`src/rtl/core/assert_macros.svh`:
```
// Assertion macros shared by the regulator RTL
`ifndef ASSERT_MACROS_SVH
`define ASSERT_MACROS_SVH

// Clocked property with asynchronous active-low reset disable
`define ASSERT_CLK(label, clk, rstn, prop) \
  label: assert property (@(posedge clk) disable iff (!rstn) prop) \
    else $error("%m: property failed");

// Clocked implication with asynchronous active-low reset disable
`define ASSERT_IMPL(label, clk, rstn, ante, cons) \
  label: assert property (@(posedge clk) disable iff (!rstn) (ante) |-> (cons)) \
    else $error("%m: implication failed");

`endif

```
`src/rtl/core/dsdr_pkg.sv`:
```
// Types, constants and control store of the dual-switch duty regulator
package dsdr_pkg;

  localparam int unsigned AddrW  = 5;
  localparam int unsigned DataW  = 32;
  localparam int unsigned StepW  = 3;

  localparam logic [15:0] EdgeMargin = 16'd2000;
  localparam logic [15:0] MidDuty    = 16'hFFFF / 2;
  localparam logic [15:0] FullDuty   = 16'hFFFF;
  localparam logic [15:0] HighEdge   = FullDuty - EdgeMargin;

  typedef enum logic [2:0] {
    REG_LOOP_MODE   = 3'd0,
    REG_TARGET      = 3'd1,
    REG_TRIP_LIMIT  = 3'd2,
    REG_GAIN_MAIN   = 3'd3,
    REG_GAIN_AUX    = 3'd4,
    REG_PRESET_MAIN = 3'd5,
    REG_PRESET_AUX  = 3'd6,
    REG_PWM_PERIOD  = 3'd7
  } reg_idx_e;

  typedef enum logic [1:0] {
    MODE_DISABLED = 2'd0,
    MODE_CONSTANT = 2'd1,
    MODE_VOLTAGE  = 2'd2,
    MODE_CURRENT  = 2'd3
  } loop_mode_e;

  typedef enum logic [2:0] {
    STEP_IDLE     = 3'd0,
    STEP_CHECK    = 3'd1,
    STEP_MUL_ERR  = 3'd2,
    STEP_UPDATE   = 3'd3,
    STEP_MUL_MAIN = 3'd4,
    STEP_MUL_AUX  = 3'd5,
    STEP_EMIT     = 3'd6,
    STEP_SPARE    = 3'd7
  } step_e;

  typedef enum logic [2:0] {
    OP_IDLE     = 3'd0,
    OP_CHECK    = 3'd1,
    OP_MUL_ERR  = 3'd2,
    OP_UPDATE   = 3'd3,
    OP_MUL_MAIN = 3'd4,
    OP_MUL_AUX  = 3'd5,
    OP_EMIT     = 3'd6
  } dp_op_e;

  typedef enum logic [2:0] {
    J_NEXT   = 3'd0,
    J_IDLE   = 3'd1,
    J_TRIP   = 3'd2,
    J_OUT    = 3'd3,
    J_ALWAYS = 3'd4
  } jcond_e;

  typedef enum logic [1:0] {
    UPD_MID      = 2'd0,
    UPD_AUX_SUB  = 2'd1,
    UPD_AUX_ADD  = 2'd2,
    UPD_MAIN_SUB = 2'd3
  } upd_e;

  typedef struct packed {
    dp_op_e op;
    jcond_e cond;
    step_e  target;
  } ctrl_word_t;

  typedef struct packed {
    logic [11:0] voltage_sample;
    logic [11:0] current_sample;
  } in_item_t;

  typedef struct packed {
    logic [15:0] duty_main;
    logic [15:0] duty_aux;
    logic [15:0] compare_main;
    logic [15:0] compare_aux;
    logic        limit_tripped;
  } out_item_t;

  function automatic ctrl_word_t ucode_rom(input step_e step);
    ctrl_word_t cw;
    unique case (step)
      STEP_IDLE:     cw = '{op: OP_IDLE,     cond: J_IDLE,   target: STEP_MUL_MAIN};
      STEP_CHECK:    cw = '{op: OP_CHECK,    cond: J_TRIP,   target: STEP_MUL_MAIN};
      STEP_MUL_ERR:  cw = '{op: OP_MUL_ERR,  cond: J_NEXT,   target: STEP_IDLE};
      STEP_UPDATE:   cw = '{op: OP_UPDATE,   cond: J_NEXT,   target: STEP_IDLE};
      STEP_MUL_MAIN: cw = '{op: OP_MUL_MAIN, cond: J_NEXT,   target: STEP_IDLE};
      STEP_MUL_AUX:  cw = '{op: OP_MUL_AUX,  cond: J_NEXT,   target: STEP_IDLE};
      STEP_EMIT:     cw = '{op: OP_EMIT,     cond: J_OUT,    target: STEP_IDLE};
      default:       cw = '{op: OP_IDLE,     cond: J_ALWAYS, target: STEP_IDLE};
    endcase
    return cw;
  endfunction

endpackage

```
`src/rtl/core/dual_switch_duty_regulator_top.sv`:
```
// Dual-switch duty regulator: APB registers, microcoded sequencer, shared multiplier
//
// Usage:
//   Input channel carries one voltage/current ADC word (in_valid_i, in_stall_o).
//   Output channel carries both duties, their PWM compare values and the trip
//   flag (out_valid_o, out_stall_i). Registers are written over the APB port;
//   the user must write them only while no word is in flight; the block does not enforce this.
//   Each word runs through a 7-step microprogram sharing one 17x25 multiplier:
//   feedback modes run check, error product, update, the two compare products
//   and emit; a limit trip skips the error product and update, and disabled and
//   constant modes also skip the check. The next word is accepted only once the
//   sequencer is back in idle after the result loads, so words never overlap.
//   The single multiplier is shared in turn: the error product (feedback, no
//   trip) before the update, then the two compare products, one per cycle.
//   A finished result sits in the output register; the sequencer holds in its
//   last step while that register is full and stalled, and input stays stalled.
//   Reset clears duties to zero, loads register defaults (trip limit 65535,
//   gains 1.0, period 400) and empties the output register.
module dual_switch_duty_regulator_top
  import dsdr_pkg::*;
(
  input  logic             clk_i,
  input  logic             rst_ni,
  input  logic             in_valid_i,
  output logic             in_stall_o,
  input  in_item_t         in_item_i,
  output logic             out_valid_o,
  input  logic             out_stall_i,
  output out_item_t        out_item_o,
  input  logic             psel,
  input  logic             penable,
  input  logic             pwrite,
  input  logic [AddrW-1:0] paddr,
  input  logic [DataW-1:0] pwdata,
  output logic [DataW-1:0] prdata,
  output logic             pready
);

`include "assert_macros.svh"

  logic [1:0]  loop_mode_q;
  logic [15:0] target_q, trip_limit_q, preset_main_q, preset_aux_q, period_q;
  logic [23:0] gain_main_q, gain_aux_q;
  logic [15:0] main_q, aux_q;
  logic [15:0] main_d, aux_d;

  step_e       step_q, step_d;
  ctrl_word_t  cw;
  logic        in_fire, out_load, feedback, trip_now;
  logic        trip_q;
  logic [11:0] sample_v_q, sample_c_q, watched, sensed;
  logic signed [16:0] err_q, err_d;
  logic signed [16:0] mul_a;
  logic signed [24:0] mul_b;
  logic signed [41:0] prod_q;
  logic [15:0] cmp_main_q;
  logic        out_valid_q;
  out_item_t   out_q;
  upd_e        upd;
  logic signed [25:0] term;
  logic signed [26:0] m_s, a_s, m_n, a_n;

  logic        cfg_we;
  reg_idx_e    cfg_idx;

  assign pready  = 1'b1;
  assign cfg_we  = psel & penable & pwrite & pready;
  assign cfg_idx = reg_idx_e'(paddr[AddrW-1:2]);

  always_comb begin
    unique case (cfg_idx)
      REG_LOOP_MODE:   prdata = {30'd0, loop_mode_q};
      REG_TARGET:      prdata = {16'd0, target_q};
      REG_TRIP_LIMIT:  prdata = {16'd0, trip_limit_q};
      REG_GAIN_MAIN:   prdata = {8'd0, gain_main_q};
      REG_GAIN_AUX:    prdata = {8'd0, gain_aux_q};
      REG_PRESET_MAIN: prdata = {16'd0, preset_main_q};
      REG_PRESET_AUX:  prdata = {16'd0, preset_aux_q};
      REG_PWM_PERIOD:  prdata = {16'd0, period_q};
      default:         prdata = '0;
    endcase
  end

  always_ff @(posedge clk_i or negedge rst_ni) begin
    if (!rst_ni) begin
      loop_mode_q   <= MODE_DISABLED;
      target_q      <= '0;
      trip_limit_q  <= FullDuty;
      gain_main_q   <= 24'h010000;
      gain_aux_q    <= 24'h010000;
      preset_main_q <= '0;
      preset_aux_q  <= '0;
      period_q      <= 16'd400;
    end else if (cfg_we) begin
      unique case (cfg_idx)
        REG_LOOP_MODE:   loop_mode_q   <= pwdata[1:0];
        REG_TARGET:      target_q      <= pwdata[15:0];
        REG_TRIP_LIMIT:  trip_limit_q  <= pwdata[15:0];
        REG_GAIN_MAIN:   gain_main_q   <= pwdata[23:0];
        REG_GAIN_AUX:    gain_aux_q    <= pwdata[23:0];
        REG_PRESET_MAIN: preset_main_q <= pwdata[15:0];
        REG_PRESET_AUX:  preset_aux_q  <= pwdata[15:0];
        REG_PWM_PERIOD:  period_q      <= pwdata[15:0];
        default: ;
      endcase
    end
  end

  // sequencer
  assign cw         = ucode_rom(step_q);
  assign in_stall_o = (step_q != STEP_IDLE);
  assign in_fire    = in_valid_i & ~in_stall_o;
  assign out_load   = ~out_valid_q | ~out_stall_i;
  assign feedback   = (loop_mode_q == MODE_VOLTAGE) | (loop_mode_q == MODE_CURRENT);
  assign watched    = (loop_mode_q == MODE_VOLTAGE) ? sample_c_q : sample_v_q;
  assign sensed     = (loop_mode_q == MODE_VOLTAGE) ? sample_v_q : sample_c_q;
  assign trip_now   = {4'd0, watched} > trip_limit_q;
  assign err_d      = $signed({5'd0, sensed}) - $signed({1'b0, target_q});

  always_comb begin
    step_d = step_q;
    unique case (cw.cond)
      J_NEXT:   step_d = step_e'(step_q + 3'd1);
      J_IDLE: begin
        if (in_fire) begin
          step_d = feedback ? step_e'(step_q + 3'd1) : cw.target;
        end
      end
      J_TRIP:   step_d = trip_now ? cw.target : step_e'(step_q + 3'd1);
      J_OUT: begin
        if (out_load) begin
          step_d = cw.target;
        end
      end
      J_ALWAYS: step_d = cw.target;
      default:  step_d = STEP_IDLE;
    endcase
  end

  always_ff @(posedge clk_i or negedge rst_ni) begin
    if (!rst_ni) begin
      step_q <= STEP_IDLE;
    end else begin
      step_q <= step_d;
    end
  end

  // update selection
  always_comb begin
    priority if (err_q[16] && main_q > HighEdge && aux_q > HighEdge) begin
      upd = UPD_MID;
    end else if (err_q[16] && main_q > HighEdge) begin
      upd = UPD_AUX_SUB;
    end else if (!err_q[16] && err_q != '0 && main_q < EdgeMargin) begin
      upd = UPD_AUX_SUB;
    end else if (err_q[16] && aux_q > EdgeMargin) begin
      upd = UPD_AUX_ADD;
    end else begin
      upd = UPD_MAIN_SUB;
    end
  end

  // shared multiplier operands
  always_comb begin
    mul_a = err_q;
    mul_b = $signed({1'b0, gain_main_q});
    unique case (cw.op)
      OP_MUL_ERR: begin
        mul_a = err_q;
        mul_b = (upd == UPD_MAIN_SUB) ? $signed({1'b0, gain_main_q})
                                      : $signed({1'b0, gain_aux_q});
      end
      OP_MUL_MAIN: begin
        mul_a = $signed({1'b0, main_q});
        mul_b = $signed({9'd0, period_q});
      end
      OP_MUL_AUX: begin
        mul_a = $signed({1'b0, aux_q});
        mul_b = $signed({9'd0, period_q});
      end
      default: ;
    endcase
  end

  assign term = prod_q[41:16];
  assign m_s  = $signed({11'd0, main_q});
  assign a_s  = $signed({11'd0, aux_q});

  function automatic logic [15:0] sat16(input logic signed [26:0] v);
    logic [15:0] r;
    if (v[26]) begin
      r = '0;
    end else if (v[25:16] != '0) begin
      r = FullDuty;
    end else begin
      r = v[15:0];
    end
    return r;
  endfunction

  always_comb begin
    m_n = m_s;
    a_n = a_s;
    unique case (upd)
      UPD_MID: begin
        m_n = $signed({11'd0, MidDuty});
        a_n = $signed({11'd0, MidDuty});
      end
      UPD_AUX_SUB:  a_n = a_s - 27'(term);
      UPD_AUX_ADD:  a_n = a_s + 27'(term);
      UPD_MAIN_SUB: m_n = m_s - 27'(term);
      default: ;
    endcase
    if (a_n > m_n) begin
      a_n = m_n;
    end
  end

  // duty state
  always_comb begin
    main_d = main_q;
    aux_d  = aux_q;
    if (cfg_we && cfg_idx == REG_PRESET_MAIN) begin
      main_d = pwdata[15:0];
      aux_d  = (aux_q > pwdata[15:0]) ? pwdata[15:0] : aux_q;
    end else if (cfg_we && cfg_idx == REG_PRESET_AUX) begin
      if (pwdata[15:0] <= main_q) begin
        aux_d = pwdata[15:0];
      end
    end else if (cw.op == OP_CHECK && trip_now) begin
      main_d = {1'b0, main_q[15:1]};
      aux_d  = {1'b0, aux_q[15:1]};
    end else if (cw.op == OP_UPDATE) begin
      main_d = sat16(m_n);
      aux_d  = sat16(a_n);
    end
  end

  always_ff @(posedge clk_i or negedge rst_ni) begin
    if (!rst_ni) begin
      main_q <= '0;
      aux_q  <= '0;
      trip_q <= 1'b0;
    end else begin
      main_q <= main_d;
      aux_q  <= aux_d;
      if (in_fire) begin
        trip_q <= 1'b0;
      end else if (cw.op == OP_CHECK) begin
        trip_q <= trip_now;
      end
    end
  end

  always_ff @(posedge clk_i) begin
    if (in_fire) begin
      sample_v_q <= in_item_i.voltage_sample;
      sample_c_q <= in_item_i.current_sample;
    end
    if (cw.op == OP_CHECK) begin
      err_q <= err_d;
    end
    if (cw.op == OP_MUL_ERR || cw.op == OP_MUL_MAIN || cw.op == OP_MUL_AUX) begin
      prod_q <= mul_a * mul_b;
    end
    if (cw.op == OP_MUL_AUX) begin
      cmp_main_q <= prod_q[31:16];
    end
    if (cw.op == OP_EMIT && out_load) begin
      out_q.duty_main     <= main_q;
      out_q.duty_aux      <= aux_q;
      out_q.compare_main  <= cmp_main_q;
      out_q.compare_aux   <= prod_q[31:16];
      out_q.limit_tripped <= trip_q;
    end
  end

  always_ff @(posedge clk_i or negedge rst_ni) begin
    if (!rst_ni) begin
      out_valid_q <= 1'b0;
    end else if (cw.op == OP_EMIT && out_load) begin
      out_valid_q <= 1'b1;
    end else if (!out_stall_i) begin
      out_valid_q <= 1'b0;
    end
  end

  assign out_valid_o = out_valid_q;
  assign out_item_o  = out_q;

  `ASSERT_CLK(a_aux_le_main, clk_i, rst_ni, aux_q <= main_q)
  `ASSERT_IMPL(a_accept_path, clk_i, rst_ni, in_fire,
               ##1 (step_q == STEP_CHECK || step_q == STEP_MUL_MAIN))
  `ASSERT_IMPL(a_result_from_emit, clk_i, rst_ni, $rose(out_valid_q),
               $past(step_q) == STEP_EMIT)
  `ASSERT_IMPL(a_trip_needs_feedback, clk_i, rst_ni, trip_q && step_q != STEP_IDLE,
               loop_mode_q[1])

endmodule
```
`config.mk`:
```
export PLATFORM = sky130hd
export DESIGN_NAME = dual_switch_duty_regulator_top
export DESIGN_NICKNAME = d
export VERILOG_FILES = /design/src/rtl/core/dsdr_pkg.sv /design/src/rtl/core/dual_switch_duty_regulator_top.sv
export VERILOG_INCLUDE_DIRS = /design/src /design/src/rtl/core
export SDC_FILE = /design/constraint.sdc
export NUM_CORES = 2
export LEC_CHECK = 0
export ABC_AREA = 1
export ABC_CLOCK_PERIOD_IN_PS = 9400
export BUFFER_PORTS_ARGS = -buffer_cell sky130_fd_sc_hd__buf_2
export CAP_MARGIN = 20
export CORE_MARGIN = 5
export CORE_UTILIZATION = 47
export DETAILED_ROUTE_END_ITERATION = 16
export PLACE_DENSITY_LB_ADDON = 0.05
export SLEW_MARGIN = 10
export SYNTH_ARGS = -nofsm -noshare
export SYNTH_HDL_FRONTEND = slang
export SYNTH_SLANG_ARGS = --single-unit
```
`constraint.sdc`:
```
create_clock -name clk_i -period 9.4 [get_ports clk_i]
set_clock_uncertainty 0.15 [all_clocks]
set_input_delay 0.94 -clock clk_i [delete_from_list [all_inputs] [get_ports clk_i]]
set_output_delay 0.94 -clock clk_i [all_outputs]
set_load 0.02 [all_outputs]
```
==> metrics.csv <==
stage,metric,value,unit
critical_path,Worst Path Max Fanout,13,
synth,YS warnings,0,
drt,post-route ant nets,0,
drt,Vias per Instance,5.43,
critical_path,R2R depth,36,
critical_path,crit path DAT,8.95,ns
critical_path,Worst Setup SP,aux_q[8]$_DFFE_PN0P_,
sta,Worst Max-Slew Pin Slew,1.10,ns
synth,synth top area cells,"fa_1, edfxtp_1, dfrtp_1",
synth,"Primary FF master, synth",edfxtp_1,
clocking,Worst-Skew Late Latency,0.57,ns
critical_path,end point of the critical path,prod_q[41]$_DFFE_PP_,
floorplanning,Die Width,275,um
finish,Area Growth Syn to Fin,10.5,%
sta,setup violators final,0,
critical_path,CP dominant cell by count,inv_1,
drt,detailed-route via count,28800,
placement,RD Place Congestion,0.965,
finish,final core occ,52.3,%
floorplanning,Starting Density,47.3,%
synth,post-synthesis instance total,4146,
synth,sequential area share after synthesis,26.1,%
finish,"commonest cells after routing, fill and taps aside","nand2_1, inv_1, nor2_1",
drt,DRC errors left,0,
global_route,gr ovfl total,0,
placement,PortBufs,148,
global_route,largest net degree at the start of global routing,97,
synth,Mean Syn Cell Area,7.98,um2
critical_path,delay of the slowest critical-path stage,0.61,ns
clocking,cts repair resizes,0,
synth,number of synthesized flops with an enable pin,148,
synth,post-synthesis cell type count,69,
clocking,CTS tree,yes,
finish,share of cells above drive strength 1,10.2,%
floorplanning,boundary pin count,168,
drt,routed wire length,115000,um
global_route,first-pass GRT wire length,175000,um
critical_path,Worst path slowest cell,fa_1,
floorplanning,Die Y,275,um
critical_path,CP startpoint kind,register,
synth,post-synth top area cell,fa_1,
worst_hold_path,worst hold path startpoint,cmp_main_q[15]$_DFFE_PN_,
global_route,GRT busiest layer,met2,
sta,Final Cycle Share,93.7,%
synth,synthesis-stage register bit count,315,
clocking,CTS Hold Bufs,0,
critical_path,Crit. End Element,register,
floorplanning,row count,97,
clocking,Post-CTS Setup Inserts,0,
finish,Fill cells,7041,
sta,Tmin final,8.81,ns
clocking,clk sink count,315,
sta,final slew viol count,0,
global_route,antenna violations before repair,0,
synth,ys async rst share,53.0,%
global_route,met2 GRT Util,48.8,%
sta,unrepaired setup endpoints after global routing,false,
synth,synthesized cell area,33100,um2
critical_path,required time worst endpoint,9.54,ns
finish,Final #Nets,4987,
placement,Placed Area,35300,um2
finish,"most common cell after layout, fill and taps aside",nand2_1,
critical_path,Setup CP Type,register to register,
critical_path,"setup slack, reg-to-reg",0.59,ns
clocking,CTS H-Tree Depth,2,
finish,fin area,36600,um2
critical_path,RR Endpoint,prod_q[41]$_DFFE_PP_,
floorplanning,core area,69900,um2
job,# Max-Cap Violations,0,
worst_hold_path,HP Class,register to register,
drt,initial drt markers,2585,
global_route,met1 Use GR,42.1,%
drt,First-pass DRT Iterations,6,
global_route,number of global-route vias before repair,28700,
clocking,Worst-path clk slew,0.06,ns
sta,Max Clock Freq,0.114,GHz
clocking,Num CTS Buffers,39,
critical_path,worst r2r src,aux_q[8]$_DFFE_PN0P_,
sta,Slew Limit Headroom,26.7,%
global_route,routing usage on met3,5.66,%
synth,Synth top area share,20.0,%
clocking,clk root buf,clkbuf_16,
global_route,GRT Total Usage,30.6,%
drt,routed len/inst,21.8,um
floorplanning,die footprint,75800,um2
sta,Hold Fails Final Rpt,0,
sta,Final TNS setup,0,ns
clocking,CTS max path bufs,3,
sta,Hold Slack,0.267,ns
placement,hpwl dp,92200,um
status,outcome,"finished, final reports clean",
[state kept, by name, summed over array words and instances (netlist names), 17 cells and up]
register and flops:
gain_aux_q 24, out_item_o 65, gain_main_q 24, err_q 17
prod_q 26
[critical path: cells and delay by family (launching register included)]
family,cells,cell delay (ns)
compound gates,7,1.34
xor+xnor,1,0.16
fa+ha+maj,8,3.67
simple gates,11,1.27
flops,1,0.60
buf+inv,9,1.31
[stage by stage]
step                setup slack, ns  instances
finish                        0.590       5300
global route                  0.101       5299
CTS                           0.721       5299
detailed placement            0.767       5227
global placement              0.823       5227
floorplan                      1.47       4153
[routing by layer]
layer  vias to the layer above  share of wire, %
met5                         -                 0
met4                         0               4.3
met3                       226               7.9
met2                      1119                45
met1                     13900                43
li1                      13500                 -
[cell families (layout without fill, tap and decap cells)]
family	Yosys count	count (layout)	synth area share, %
other cells	2	10	0.0227
flops	315	315	26.1
simple gates	1563	1563	19.6
fa+ha+maj	591	591	29.8
compound gates	689	689	12.0
buf+inv	924	1130	10.8
xor+xnor	62	62	1.64
[cell usage after synthesis (8+ instances only)]
cell and instances:
a21o_1 9, a21oi_1 230, a221oi_1 18, a22oi_1 21, a31oi_1 15, buf_2 12
buf_4 12, clkbuf_1 94, clkinv_1 14, dfrtp_1 146, dfstp_2 21, edfxtp_1 148
fa_1 331, ha_1 260, inv_1 768, inv_2 13, nand2_1 864, nand2_2 20
nand3_1 91, nand4_1 43, nor2_1 452, nor2_2 12, nor2_4 8, nor3_1 22
nor4_1 19, o2111ai_1 14, o21a_1 11, o21ai_0 264, o21ai_1 9, o21bai_1 9
o22ai_1 48, xnor2_1 9, xor2_1 53
[how the worst min path moves through the flow]
| stage | cells after the start | to | slack [ns] |
|---|---|---|---|
| 2_1_floorplan | 0 | out_item_o[17]$_DFFE_PP_ | 0.25 |
| 3_3_place_gp | 0 | out_item_o[26]$_DFFE_PP_ | 0.25 |
| 3_5_place_dp | 0 | out_item_o[27]$_DFFE_PP_ | 0.25 |
| 4_1_cts | 0 | out_item_o[29]$_DFFE_PP_ | 0.27 |
| 5_1_grt | 0 | out_item_o[28]$_DFFE_PP_ | 0.27 |
| 6_report | 0 | out_item_o[32]$_DFFE_PP_ | 0.27 |
[final cells by class]
type,count,area [um2],area share [%]
clock buffers,53,1060,2.89
repair buffers,261,1600,4.36
flip-flops and latches,315,8650,23.6
clock inverters,19,179,0.489
well taps,940,1180,3.22
multi-input cells,2914,20900,57.2
diodes,1,2.50,0.00684
inverters,797,3000,8.20
Power is not shown: default switching activity piles up to over one toggle a cycle in this logic, so the estimate is an artifact.
